$ cat config.mk
export PLATFORM = sky130hd
export DESIGN_NAME = i2c_master_bit_sequencer_core
export DESIGN_NICKNAME = d
export VERILOG_FILES = /design/src/i2cms_pkg.sv /design/src/i2c_master_bit_sequencer_core.sv /design/src/i2cms_front.sv /design/src/i2cms_back.sv
export SDC_FILE = /design/constraint.sdc
export NUM_CORES = 1
export LEC_CHECK = 0
export ABC_AREA = 1
export BUFFER_PORTS_ARGS = -buffer_cell sky130_fd_sc_hd__buf_4
export CAP_MARGIN = 5
export CELL_PAD_IN_SITES_DETAIL_PLACEMENT = 0
export CELL_PAD_IN_SITES_GLOBAL_PLACEMENT = 1
export CORE_ASPECT_RATIO = 1.5
export CORE_MARGIN = 2
export CORE_UTILIZATION = 45
export CTS_CLUSTER_DIAMETER = 120
export CTS_CLUSTER_SIZE = 16
export DETAILED_ROUTE_END_ITERATION = 16
export PLACE_DENSITY_LB_ADDON = 0.08
export SLEW_MARGIN = 10
export SYNTH_ARGS = -nofsm -noshare
export SYNTH_HDL_FRONTEND = slang
export SYNTH_SLANG_ARGS = --single-unit
$ cat constraint.sdc
create_clock -name i_clk -period 3.6 [get_ports i_clk]
set_input_delay 0.36 -clock i_clk [delete_from_list [all_inputs] [get_ports i_clk]]
set_output_delay 0.36 -clock i_clk [all_outputs]
set_load 0.02 [all_outputs]
$ cat src/i2cms_pkg.sv
// Shared types and constants of the I2C master bit sequencer.
package i2cms_pkg;

    // Command codes carried by req_type, plus the idle marker.
    localparam logic [2:0] CMD_START   = 3'd0;
    localparam logic [2:0] CMD_RESTART = 3'd1;
    localparam logic [2:0] CMD_STOP    = 3'd2;
    localparam logic [2:0] CMD_WRITE   = 3'd3;
    localparam logic [2:0] CMD_READ    = 3'd4;
    localparam logic [2:0] CMD_IDLE    = 3'd7;

    // Delay lengths in bus timing units.
    localparam logic [5:0] DLY_3  = 6'd3;
    localparam logic [5:0] DLY_7  = 6'd7;
    localparam logic [5:0] DLY_10 = 6'd10;
    localparam logic [5:0] DLY_20 = 6'd20;
    localparam logic [5:0] DLY_25 = 6'd25;
    localparam logic [5:0] DLY_50 = 6'd50;

    // Timing register width, reset value, and default prescaler width.
    localparam int          TPU_W             = 16;
    localparam logic [15:0] TPU_RESET         = 16'd1;
    localparam int          PRESCALE_BITS_DEF = 16;

    // Depth of the queue between the front and the back.
    localparam int Q_DEPTH = 2;

    // One classified tick as it travels from the front to the back.
    typedef struct packed {
        logic       cmd_valid;
        logic       cmd_known;
        logic [2:0] req_type;
        logic [7:0] tx_byte;
        logic       send_ack;
        logic       sda_in;
    } t_tick;

endpackage

$ cat src/i2c_master_bit_sequencer_core.sv
// Top level of the I2C master bit sequencer: front queue and bus sequencer.
// Each input beat is one bus timing tick and yields exactly one result beat giving the
// SCL/SDA drive levels, busy, and on the completing tick the done pulse with the
// acknowledge flag or the read byte. One tick is taken every clock cycle while the
// queue has room; a tick's result passes the queue and the output register, and either
// side may stall independently because a two-entry queue separates the front from the
// sequencer and the sequencer drives a registered output stage. The sequencer is
// the single stage that sets the rate: it consumes one queued tick per cycle whenever
// its output register is empty or being taken. Bus timing is counted in ticks, so a
// delay of n units lasts n times ticks_per_unit ticks (zero counts as one); the timing
// register should only be written while no sequence is running.
module i2c_master_bit_sequencer_core #(
    parameter int PRESCALE_BITS = i2cms_pkg::PRESCALE_BITS_DEF
) (
    input  logic        i_clk,
    input  logic        i_rst_n,
    input  logic        i_cfg_we,
    input  logic [15:0] i_cfg_data,
    input  logic        i_in_valid,
    output logic        o_in_ready,
    input  logic        i_cmd_valid,
    input  logic [2:0]  i_req_type,
    input  logic [7:0]  i_tx_byte,
    input  logic        i_send_ack,
    input  logic        i_sda_in,
    output logic        o_out_valid,
    input  logic        i_out_ready,
    output logic        o_scl_level,
    output logic        o_sda_level,
    output logic        o_busy_res,
    output logic        o_done_res,
    output logic        o_ack_received,
    output logic [7:0]  o_rx_byte,
    output logic        o_cmd_rejected
);
    import i2cms_pkg::*;

    logic  q_valid;
    t_tick q_tick;
    logic  q_pop;

    // Front end: accept and classify tick beats.
    i2cms_front u_front (
        .i_clk       (i_clk),
        .i_rst_n     (i_rst_n),
        .i_in_valid  (i_in_valid),
        .o_in_ready  (o_in_ready),
        .i_cmd_valid (i_cmd_valid),
        .i_req_type  (i_req_type),
        .i_tx_byte   (i_tx_byte),
        .i_send_ack  (i_send_ack),
        .i_sda_in    (i_sda_in),
        .o_q_valid   (q_valid),
        .o_q_tick    (q_tick),
        .i_q_pop     (q_pop)
    );

    // Back end: bus sequencer and result register.
    i2cms_back #(
        .PRESCALE_BITS (PRESCALE_BITS)
    ) u_back (
        .i_clk          (i_clk),
        .i_rst_n        (i_rst_n),
        .i_cfg_we       (i_cfg_we),
        .i_cfg_data     (i_cfg_data),
        .i_q_valid      (q_valid),
        .i_q_tick       (q_tick),
        .o_q_pop        (q_pop),
        .o_out_valid    (o_out_valid),
        .i_out_ready    (i_out_ready),
        .o_scl_level    (o_scl_level),
        .o_sda_level    (o_sda_level),
        .o_busy_res     (o_busy_res),
        .o_done_res     (o_done_res),
        .o_ack_received (o_ack_received),
        .o_rx_byte      (o_rx_byte),
        .o_cmd_rejected (o_cmd_rejected)
    );

endmodule

$ cat src/i2cms_front.sv
// Front end: accepts tick beats, classifies the command, and queues them.
module i2cms_front (
    input  logic             i_clk,
    input  logic             i_rst_n,
    input  logic             i_in_valid,
    output logic             o_in_ready,
    input  logic             i_cmd_valid,
    input  logic [2:0]       i_req_type,
    input  logic [7:0]       i_tx_byte,
    input  logic             i_send_ack,
    input  logic             i_sda_in,
    output logic             o_q_valid,
    output i2cms_pkg::t_tick o_q_tick,
    input  logic             i_q_pop
);
    import i2cms_pkg::*;

    localparam int PTR_W = $clog2(Q_DEPTH);
    localparam int CNT_W = $clog2(Q_DEPTH + 1);

    t_tick              r_q [Q_DEPTH];
    logic [PTR_W-1:0]   r_wr_ptr;
    logic [PTR_W-1:0]   r_rd_ptr;
    logic [CNT_W-1:0]   r_count;
    logic               push;
    t_tick              new_tick;

    // Classify the incoming beat: only codes start through read can begin a sequence.
    always_comb begin
        new_tick.cmd_valid = i_cmd_valid;
        new_tick.cmd_known = (i_req_type <= CMD_READ);
        new_tick.req_type  = i_req_type;
        new_tick.tx_byte   = i_tx_byte;
        new_tick.send_ack  = i_send_ack;
        new_tick.sda_in    = i_sda_in;
    end

    assign o_in_ready = (r_count != CNT_W'(Q_DEPTH));
    assign push       = i_in_valid && o_in_ready;
    assign o_q_valid  = (r_count != '0);
    assign o_q_tick   = r_q[r_rd_ptr];

    // Queue storage.
    always_ff @(posedge i_clk) begin
        if (push) begin
            r_q[r_wr_ptr] <= new_tick;
        end
    end

    // Queue pointers and fill count.
    always_ff @(posedge i_clk) begin
        if (!i_rst_n) begin
            r_wr_ptr <= '0;
            r_rd_ptr <= '0;
            r_count  <= '0;
        end else begin
            if (push) begin
                r_wr_ptr <= (r_wr_ptr == PTR_W'(Q_DEPTH - 1)) ? '0 : r_wr_ptr + 1'b1;
            end
            if (i_q_pop) begin
                r_rd_ptr <= (r_rd_ptr == PTR_W'(Q_DEPTH - 1)) ? '0 : r_rd_ptr + 1'b1;
            end
            if (push && !i_q_pop) begin
                r_count <= r_count + 1'b1;
            end else if (!push && i_q_pop) begin
                r_count <= r_count - 1'b1;
            end
        end
    end

endmodule

$ cat src/i2cms_back.sv
// Back end: steps the bus sequence one tick per beat and registers the result.
module i2cms_back #(
    parameter int PRESCALE_BITS = i2cms_pkg::PRESCALE_BITS_DEF
) (
    input  logic             i_clk,
    input  logic             i_rst_n,
    input  logic             i_cfg_we,
    input  logic [15:0]      i_cfg_data,
    input  logic             i_q_valid,
    input  i2cms_pkg::t_tick i_q_tick,
    output logic             o_q_pop,
    output logic             o_out_valid,
    input  logic             i_out_ready,
    output logic             o_scl_level,
    output logic             o_sda_level,
    output logic             o_busy_res,
    output logic             o_done_res,
    output logic             o_ack_received,
    output logic [7:0]       o_rx_byte,
    output logic             o_cmd_rejected
);
    import i2cms_pkg::*;

    localparam logic [PRESCALE_BITS-1:0] PRESC_ONE = PRESCALE_BITS'(1);

    // Phase codes of the sequencer.
    localparam logic [3:0] PH_S0 = 4'd0;
    localparam logic [3:0] PH_S1 = 4'd1;
    localparam logic [3:0] PH_S2 = 4'd2;
    localparam logic [3:0] PH_S3 = 4'd3;
    localparam logic [3:0] PH_S4 = 4'd4;
    localparam logic [3:0] PH_S5 = 4'd5;
    localparam logic [3:0] PH_S6 = 4'd6;

    logic [TPU_W-1:0]         r_tpu;
    logic [2:0]               r_active, n_active;
    logic [3:0]               r_phase, n_phase;
    logic [2:0]               r_bit_index, n_bit_index;
    logic [5:0]               r_unit_wait, n_unit_wait;
    logic [PRESCALE_BITS-1:0] r_presc, n_presc;
    logic [7:0]               r_shift, n_shift;
    logic                     r_scl, n_scl;
    logic                     r_sda, n_sda;
    logic                     r_ack, n_ack;

    logic                     r_out_valid;
    logic                     r_o_scl, r_o_sda, r_o_busy, r_o_done, r_o_ack, r_o_rej;
    logic [7:0]               r_o_rx;

    logic [31:0]              tpu_wide;
    logic [PRESCALE_BITS-1:0] period_raw;
    logic [PRESCALE_BITS-1:0] period;
    logic                     busy_before;
    logic                     run_step;
    logic                     done;
    logic [2:0]               done_cmd;
    logic                     ack_out;
    logic [7:0]               rx_out;

    // Unit period: low prescaler bits of the register, zero taken as one.
    assign tpu_wide   = 32'(r_tpu);
    assign period_raw = tpu_wide[PRESCALE_BITS-1:0];
    assign period     = (period_raw == '0) ? PRESC_ONE : period_raw;

    assign o_q_pop = i_q_valid && (!r_out_valid || i_out_ready);

    // One tick of the sequencer: count down the delay, then run the phase actions.
    always_comb begin
        busy_before = (r_active != CMD_IDLE);
        n_active    = r_active;
        n_phase     = r_phase;
        n_bit_index = r_bit_index;
        n_unit_wait = r_unit_wait;
        n_presc     = r_presc;
        n_shift     = r_shift;
        n_scl       = r_scl;
        n_sda       = r_sda;
        n_ack       = r_ack;
        run_step    = 1'b0;
        done        = 1'b0;
        done_cmd    = CMD_IDLE;
        ack_out     = 1'b0;
        rx_out      = 8'd0;

        if (busy_before) begin
            if (r_presc > PRESC_ONE) begin
                n_presc = r_presc - PRESC_ONE;
            end else begin
                n_presc = period;
                if (r_unit_wait > 6'd1) begin
                    n_unit_wait = r_unit_wait - 6'd1;
                end else begin
                    n_unit_wait = 6'd0;
                    run_step    = 1'b1;
                end
            end
        end else if (i_q_tick.cmd_valid && i_q_tick.cmd_known) begin
            n_active    = i_q_tick.req_type;
            n_phase     = PH_S0;
            n_bit_index = 3'd0;
            if (i_q_tick.req_type == CMD_WRITE) begin
                n_shift = i_q_tick.tx_byte;
                n_ack   = 1'b0;
            end
            if (i_q_tick.req_type == CMD_READ) begin
                n_shift = 8'd0;
                n_ack   = i_q_tick.send_ack;
            end
            run_step = 1'b1;
        end

        if (run_step) begin
            n_presc = period;
            unique case (n_active)
                CMD_START: begin
                    unique case (n_phase)
                        PH_S0: begin
                            n_scl = 1'b1; n_sda = 1'b1;
                            n_unit_wait = DLY_10; n_phase = PH_S1;
                        end
                        PH_S1: begin
                            n_sda = 1'b0;
                            n_unit_wait = DLY_10; n_phase = PH_S2;
                        end
                        default: begin
                            n_scl = 1'b0; done = 1'b1;
                        end
                    endcase
                end
                CMD_RESTART: begin
                    unique case (n_phase)
                        PH_S0: begin
                            n_unit_wait = DLY_10; n_phase = PH_S1;
                        end
                        PH_S1: begin
                            n_scl = 1'b1; n_sda = 1'b1;
                            n_unit_wait = DLY_10; n_phase = PH_S2;
                        end
                        PH_S2: begin
                            n_sda = 1'b0;
                            n_unit_wait = DLY_10; n_phase = PH_S3;
                        end
                        default: begin
                            n_scl = 1'b0; done = 1'b1;
                        end
                    endcase
                end
                CMD_STOP: begin
                    unique case (n_phase)
                        PH_S0: begin
                            n_sda = 1'b0; n_scl = 1'b0;
                            n_unit_wait = DLY_10; n_phase = PH_S1;
                        end
                        PH_S1: begin
                            n_scl = 1'b1;
                            n_unit_wait = DLY_10; n_phase = PH_S2;
                        end
                        default: begin
                            n_sda = 1'b1; done = 1'b1;
                        end
                    endcase
                end
                CMD_WRITE: begin
                    unique case (n_phase)
                        PH_S0: begin
                            n_sda = n_shift[7];
                            n_unit_wait = DLY_10; n_phase = PH_S1;
                        end
                        PH_S1: begin
                            n_scl = 1'b1;
                            n_unit_wait = DLY_10; n_phase = PH_S2;
                        end
                        PH_S2: begin
                            n_scl = 1'b0;
                            if (n_bit_index == 3'd7) begin
                                n_sda = 1'b1;
                                n_unit_wait = DLY_20; n_phase = PH_S3;
                            end else begin
                                n_bit_index = n_bit_index + 3'd1;
                                n_sda       = n_shift[6];
                                n_shift     = {n_shift[6:0], 1'b0};
                                n_unit_wait = DLY_10; n_phase = PH_S1;
                            end
                        end
                        PH_S3: begin
                            n_scl = 1'b1;
                            n_unit_wait = DLY_25; n_phase = PH_S4;
                        end
                        PH_S4: begin
                            n_ack = !i_q_tick.sda_in;
                            n_unit_wait = DLY_25; n_phase = PH_S5;
                        end
                        default: begin
                            n_scl = 1'b0; done = 1'b1;
                        end
                    endcase
                end
                CMD_READ: begin
                    unique case (n_phase)
                        PH_S0: begin
                            n_sda = 1'b1;
                            n_unit_wait = DLY_10; n_phase = PH_S1;
                        end
                        PH_S1: begin
                            n_scl = 1'b1;
                            n_unit_wait = DLY_7; n_phase = PH_S2;
                        end
                        PH_S2: begin
                            n_shift = {n_shift[6:0], i_q_tick.sda_in};
                            n_unit_wait = DLY_3; n_phase = PH_S3;
                        end
                        PH_S3: begin
                            n_scl = 1'b0;
                            n_unit_wait = DLY_10;
                            if (n_bit_index == 3'd7) begin
                                n_phase = PH_S4;
                            end else begin
                                n_bit_index = n_bit_index + 3'd1;
                                n_phase     = PH_S1;
                            end
                        end
                        PH_S4: begin
                            n_sda = !n_ack;
                            n_unit_wait = DLY_10; n_phase = PH_S5;
                        end
                        PH_S5: begin
                            n_scl = 1'b1;
                            n_unit_wait = DLY_50; n_phase = PH_S6;
                        end
                        default: begin
                            n_scl = 1'b0; done = 1'b1;
                        end
                    endcase
                end
                default: begin
                    done = 1'b1;
                end
            endcase
        end

        // A finished sequence returns the sequencer to idle.
        if (done) begin
            done_cmd    = n_active;
            n_active    = CMD_IDLE;
            n_phase     = PH_S0;
            n_unit_wait = 6'd0;
            n_presc     = '0;
        end

        ack_out = done && (done_cmd == CMD_WRITE) && n_ack;
        rx_out  = (done && (done_cmd == CMD_READ)) ? n_shift : 8'd0;
    end

    // Timing register.
    always_ff @(posedge i_clk) begin
        if (!i_rst_n) begin
            r_tpu <= TPU_RESET;
        end else if (i_cfg_we) begin
            r_tpu <= i_cfg_data;
        end
    end

    // Sequencer state advances once per consumed beat.
    always_ff @(posedge i_clk) begin
        if (!i_rst_n) begin
            r_active    <= CMD_IDLE;
            r_phase     <= PH_S0;
            r_bit_index <= 3'd0;
            r_unit_wait <= 6'd0;
            r_presc     <= '0;
            r_shift     <= 8'd0;
            r_scl       <= 1'b1;
            r_sda       <= 1'b1;
            r_ack       <= 1'b0;
        end else if (o_q_pop) begin
            r_active    <= n_active;
            r_phase     <= n_phase;
            r_bit_index <= n_bit_index;
            r_unit_wait <= n_unit_wait;
            r_presc     <= n_presc;
            r_shift     <= n_shift;
            r_scl       <= n_scl;
            r_sda       <= n_sda;
            r_ack       <= n_ack;
        end
    end

    // Output register valid flag.
    always_ff @(posedge i_clk) begin
        if (!i_rst_n) begin
            r_out_valid <= 1'b0;
        end else if (o_q_pop) begin
            r_out_valid <= 1'b1;
        end else if (i_out_ready) begin
            r_out_valid <= 1'b0;
        end
    end

    // Output register payload.
    always_ff @(posedge i_clk) begin
        if (o_q_pop) begin
            r_o_scl  <= n_scl;
            r_o_sda  <= n_sda;
            r_o_busy <= (n_active != CMD_IDLE);
            r_o_done <= done;
            r_o_ack  <= ack_out;
            r_o_rx   <= rx_out;
            r_o_rej  <= i_q_tick.cmd_valid && busy_before;
        end
    end

    assign o_out_valid    = r_out_valid;
    assign o_scl_level    = r_o_scl;
    assign o_sda_level    = r_o_sda;
    assign o_busy_res     = r_o_busy;
    assign o_done_res     = r_o_done;
    assign o_ack_received = r_o_ack;
    assign o_rx_byte      = r_o_rx;
    assign o_cmd_rejected = r_o_rej;

`ifndef SYNTHESIS
    // A completed sequence never reports busy on the same beat.
    a_done_not_busy: assert property (@(posedge i_clk) disable iff (!i_rst_n)
        (o_out_valid && o_done_res) |-> !o_busy_res)
        else $error("done reported together with busy");

    // The acknowledge result only appears with done.
    a_ack_with_done: assert property (@(posedge i_clk) disable iff (!i_rst_n)
        (o_out_valid && o_ack_received) |-> o_done_res)
        else $error("ack result without done");

    // The read byte only appears with done.
    a_rx_with_done: assert property (@(posedge i_clk) disable iff (!i_rst_n)
        (o_out_valid && (o_rx_byte != 8'd0)) |-> o_done_res)
        else $error("read byte without done");

    // An idle sequencer holds no pending delay and sits at the first phase.
    a_idle_clean: assert property (@(posedge i_clk) disable iff (!i_rst_n)
        (r_active == CMD_IDLE) |-> ((r_unit_wait == 6'd0) && (r_phase == PH_S0)))
        else $error("idle sequencer with leftover delay or phase");
`endif

endmodule

Word level (Yosys, flattened, before mapping)
Memory sizes are Yosys's and may differ from the RTL's. A register that Yosys moved wholly into a read port is not among the register bits.
Cells that the tools add are included.
{"block": "op_classes", "add_sub_neg": 7, "n_lt_le_gt_ge": 3, "n_eq_ne": 17, "mux": 89, "n_reduce_logical": 35}
{"operator": "2-to-1 mux 16 bit", "n": 5}
{"operator": "2-to-1 mux 8 bit", "n": 8}
{"operator": "one-hot mux 6 bit (4 select lines)", "n": 2}
{"operator": "2-to-1 mux 6 bit", "n": 7}
{"operator": "2-to-1 mux 3 bit", "n": 11}
{"operator": "2-to-1 mux 1 bit", "n": 27}
{"operator": "one-hot mux 4 bit (6 select lines)", "n": 1}
{"operator": "one-hot mux 1 bit (2 select lines)", "n": 10}
{"operator": "one-hot mux 4 bit (5 select lines)", "n": 1}
{"operator": "one-hot mux 6 bit (3 select lines)", "n": 1}
{"operator": "> comparator 16 x 1 -> 1 bit, second input constant", "n": 1}
{"operator": "logical NOT 16 bit", "n": 1}
{"operator": "2-to-1 mux 4 bit", "n": 4}
{"operator": "one-hot mux 4 bit (4 select lines)", "n": 1}
{"operator": "one-hot mux 8 bit (2 select lines)", "n": 1}
{"operator": "subtractor 16 x 1 -> 16 bit, second input constant", "n": 1}
{"operator": "OR reduction 2 bit", "n": 7}
{"operator": "== test 3 x 2 -> 1 bit, second input constant", "n": 4}
{"operator": "== test 3 bit, second input constant", "n": 4}
{"operator": "one-hot mux 4 bit (3 select lines)", "n": 1}
{"operator": "one-hot mux 1 bit (5 select lines)", "n": 2}
{"operator": "logical AND 1 bit", "n": 9}
{"operator": "OR reduction 3 bit", "n": 3}
{"operator": "== test 4 x 2 -> 1 bit, second input constant", "n": 2}
{"operator": "26 further kinds", "n": 37}
{"block": "word_totals", "regBits": 78, "mem_bits_rw": 30, "in_bits": 35, "out_inout_bits": 16, "n_memories": 1}
{"memory": "u_front.r_q", "words": 2, "width": 15, "rd": 1, "rd_ports_with_merged_regs": 1, "wr": 1, "line": "i2cms_front.sv:21", "text": "t_tick r_q [Q_DEPTH];"}

Longest topological paths before layout
{"block": "logic_depth", "ltp_word": 12, "mapped_depth": 18}

By module
From an unflattened synthesis, not the netlist that was laid out.
{"block": "hier_totals", "cells_unflattened": 890, "hier_area_um2": 6378.6}
{"module": "i2cms_back", "instances": 1, "cells_per_inst": 806, "area_per_inst_um2": 5002.3, "seq_area_each_um2": 1621.6}
{"module": "i2cms_front", "instances": 1, "cells_per_inst": 84, "area_per_inst_um2": 1376.3, "seq_area_each_um2": 1001.0}

Worst setup path after synthesis
OpenSTA, ideal clock, no wires.
{"block": "synth_path", "path_type": "register to register", "from": "reg with a tool-made name", "to": "reg u_back.r_o_rx[0] (netlist: u_back.o_rx_byte[0]) (data pin)", "arrival_ns": 2.058, "required_time_ns": 3.343, "setup_slack_ns": 1.286, "path_stages_with_launch": 16, "path_buffers": 2, "period_less_slack_ns": 2.314, "path_cell_list": "dfxtp_1 -> buf_2 -> inv_2 -> nand2_1 -> nand2_2 -> nand3_4 -> buf_6 -> nand2_1 -> inv_1 -> ha_1 -> nand3_1 -> nand3_1 -> nand2_1 -> nand4_2 -> a21oi_1 -> nor2_1"}
{"item": "to (signal assigned)", "line": "i2cms_back.sv:307", "text": "r_o_rx <= rx_out;"}
{"item": "to (decl)", "line": "i2cms_back.sv:48", "text": "logic [7:0] r_o_rx;"}

==> flow_metrics.py <==
metrics = {
    "synthesis": {
        "yosys_warnings": 0,
        "post_synth_inst_count": 799,
        "syn_avg_cell_area_um2": 7.43,
        "synthesis.area_mm2": 0.00593,
        "synth-main-ff-cell": "dfxtp_1",
        "postSynthRegisterBits": 109,
        "seq_area_frac_synth": 0.442,
        "asyncSetResetFlopFracSynth": 0,
        "synth.distinct_cells": 43,
        "synth_enable_flop_cells": 44,
        "syn_nets": 840,
    },
    "pwr": {
        "peak_ir_drop_on_the_vdd_network_uv": 741,
        "internal-power_uw": 3480,
        "power_frac_clock": 0.154,
        "netSwitchingPower_uw": 3430,
        "leakage_uw": 0.00300,
        "comb_power_share": 0.573,
        "power_switching_share": 0.496,
        "seq_power_share": 0.273,
        "cellPowerDensity_mw_per_mm2": 1020,
    },
    "drt": {
        "detailroute.via_count": 5504,
        "detailedRoute.firstPassIterationCount": 5,
        "avgRoutedWirePerCell_um": 16.2,
        "detail_route.vias_per_cell": 5.45,
        "wl_mm": 16.4,
        "dr.first_iter.drc_count": 210,
        "drt.antenna.violating_nets": 0,
        "drc": 0,
    },
    "min_path": {
        "hold_depth": 1,
        "worst_hold_path.endpoint": "u_front.r_q[1][7]$_DFFE_PP_",
        "timing.hold.worst.start": "i_tx_byte[5]",
        "hold_class": "primary input to flip-flop",
    },
    "floorplan": {
        "die-area_mm2": 0.0141,
        "placement_rows": 51,
        "height_of_the_die_um": 145,
        "floorplan.die.width_um": 97.8,
        "starting_density_of_the_core": 0.458,
        "fp.coreArea_mm2": 0.0130,
        "ios": 51,
    },
    "setup_path": {
        "worst_ep_required_time_ns": 3.71,
        "slowest_stage": "nand2_2",
        "setup.reg_to_reg.worst_slack_ns": 0.81,
        "critPathLaunchType": "flip-flop",
        "setup.worst_path.class": "flip-flop to flip-flop",
        "timing.critical_path.mode_cell": "nand2_2",
        "reg2reg_depth": 14,
        "critical_path.max_fanout": 22,
        "regToRegEndpoint": "u_back.o_rx_byte[5]$_SDFFCE_PN0P_",
        "timing.critical_path.cells": "inv_2, nand2_1, nand2_2, nand3_4, o21ai_2, nand2_2, inv_1, nor2_1, nor2_2, nand3_1, nand2_2, inv_2, nand2_2, a21oi_1",
        "critPathCaptureType": "flip-flop",
        "critical-path-max-stage-delay_ns": 0.39,
        "arrival_time_of_the_worst_setup_path_ns": 2.90,
    },
    "global_routing": {
        "grt_start_max_net_pins": 58,
        "first_pass_grt_wire_length_mm": 26.4,
        "grt-ovfl-total": 0,
        "antenna_violations_before_repair": 0,
        "grt_util_all_layers": 0.238,
        "first_global_vias": 5446,
    },
    "finish": {
        "n_antenna_cell": 0,
        "final_common_cell": "nand2_1",
        "finalNonFillerCells": 1010,
        "area_delta_synth_final_pct": 14.7,
        "fin_nets": 887,
        "layout-drive-gt1-share": 0.125,
        "final_util": 0.525,
        "most_frequent_cells_in_the_layout": "nand2_1 (167), inv_1 (85), nor2_1 (85)",
    },
    "timing": {
        "timing.final.crit_period_ns": 2.79,
        "grt_setup_unrepaired": "false",
        "report.final.setup_viol": 0,
        "final.period_utilization": 0.775,
        "final-hold-violation-count": 0,
        "worstMarginPinSlew_ns": 1.20,
        "setup-tns-final_ns": 0,
        "final-max-slew-violation-count": 0,
        "final_critical_path_setup_slack_ns": 0.809,
        "worst_slew_margin_rel": 0.197,
        "timing.clock.skew_ns": 0.0107,
        "clock.fmax_mhz": 358,
    },
    "clock_network": {
        "clockRootBuffer": "clkbuf_16",
        "htreeDepth": 3,
        "clk_transition_reported_paths_ns": 0.09,
        "post_cts_buffers": 0,
        "cts-buffers-inserted": 9,
        "tritoncts": "built",
        "clock_path_buffers": 2,
        "post_cts_resize_count": 0,
        "clk-insertion-delay-late_ns": 0.36,
        "cts-hold-fix-buffers": 0,
        "cts_num_sinks": 109,
    },
    "placed_design": {
        "pre_cts_ws_ns": 0.790,
        "post-dp-hpwl_mm": 12.3,
        "gp_congestion": 0.959,
        "placedCellCount": 994,
        "port-buffer-count": 50,
    },
    "run": {
        "drv.max_cap_violation_count": 0,
    },
    "status": {
        "run_status": "completed",
    },
}
==> state kept, by name, summed over array words and instances, names as in the netlist, 2 cells and up, named ones only <==
name	count
u_front.r_q	30
u_back.period_raw	16
u_back.r_presc	16
u_back.o_rx_byte	8
u_back.r_shift	8
u_back.r_unit_wait	6
u_back.r_phase	4
u_back.r_active	3
u_back.r_bit_index	3
u_front.r_count	2
==> metal layers <==
metal | vias up | part of all wire | track usage
li1 | 2777 | - | -
met1 | 2540 | 0.40 | 0.262
met2 | 143 | 0.51 | 0.434
met3 | 44 | 0.036 | 0.0425
met4 | 0 | 0.048 | 0.126
met5 | - | 0 | 0
==> how the worst max path moves through the flow <==
stage,start,to,slack (ns),cells past startpoint
after floorplan,flip-flop,u_back.o_rx_byte[0]$_SDFFCE_PN0P_,1.29,15
after global placement,flip-flop,u_back.o_rx_byte[0]$_SDFFCE_PN0P_,0.80,13
after detailed placement,flip-flop,u_back.o_rx_byte[5]$_SDFFCE_PN0P_,0.79,14
after CTS,flip-flop,u_back.o_rx_byte[5]$_SDFFCE_PN0P_,0.79,14
after global routing,flip-flop,u_back.o_rx_byte[5]$_SDFFCE_PN0P_,0.54,14
final,flip-flop,u_back.o_rx_byte[5]$_SDFFCE_PN0P_,0.81,14
==> power by group through the flow <==
stage / Sequential (uW) / Combinational [uW] / Clock [uW]
after floorplan: 1940 / 2860 / 0
after global placement: 1900 / 3920 / 0
after detailed placement: 1910 / 3950 / 0
after CTS: 1890 / 3970 / 1090
after global routing: 1920 / 4460 / 1140
final: 1890 / 3960 / 1070
==> area by class of cell <==
cell class | count | area [um2]
sequential | 109 | 2620
timing repair buffer | 63 | 473
fill | 1327 | 6150
inverter | 92 | 345
multi-input combinational | 571 | 2840
clock buffer | 9 | 225
tap | 159 | 199
clock inverter | 7 | 97.6
==> worst max-delay path, delay by kind of cell (launching register included) <==
family | cells | cell delay [ns]
flops | 1 | 0.34
simple gates | 9 | 1.44
compound gates | 2 | 0.28
buf+inv | 3 | 0.48
==> synthesized netlist by cell type (3+ instances only) <==
library cell | n | area share
a21oi_1 | 73 | 0.062
nor3_1 | 12 | 0.010
dfxtp_1 | 65 | 0.22
clkbuf_1 | 16 | 0.010
o22ai_1 | 6 | 0.0063
buf_2 | 4 | 0.0034
o21ai_1 | 8 | 0.0067
nand2_2 | 9 | 0.0095
a31oi_1 | 3 | 0.0032
nand2_1 | 167 | 0.11
nand3b_1 | 4 | 0.0051
nor2_1 | 85 | 0.054
nor2_2 | 3 | 0.0032
nor4_1 | 5 | 0.0053
xnor2_1 | 5 | 0.0074
nand4_1 | 10 | 0.011
o21ai_0 | 63 | 0.053
buf_4 | 5 | 0.0063
inv_2 | 5 | 0.0032
inv_1 | 85 | 0.054
nand3_1 | 59 | 0.050
o21ai_2 | 3 | 0.0044
edfxtp_1 | 44 | 0.22
xor2_1 | 10 | 0.015
o211ai_1 | 23 | 0.029
ha_1 | 6 | 0.013
==> kinds of logic (layout without fill, tap and decap cells) <==
group	Yosys count	count (layout)	synth area share
buffers and inverters	119	171	0.0805
XOR/XNOR	15	15	0.0221
multiplexers	1	1	0.00169
AND/OR/NAND/NOR	364	364	0.267
adder cells (fa/ha/maj)	6	6	0.0126
AO/OA/AOI/OAI	185	185	0.174
flip-flops	109	109	0.442
==> through the flow <==
step | total power, uW | hold WS, ns | cell area (um2)
3_5_place_dp | 5860 | 0.446 | 6480
5_1_grt | 7510 | 0.161 | 6800
3_3_place_gp | 5820 | 0.438 | 6480
2_1_floorplan | 4800 | 0.425 | 5930
4_1_cts | 6940 | 0.169 | 6800
6_report | 6910 | 0.181 | 6800
Note: power is estimated with default switching activity, not from simulation.
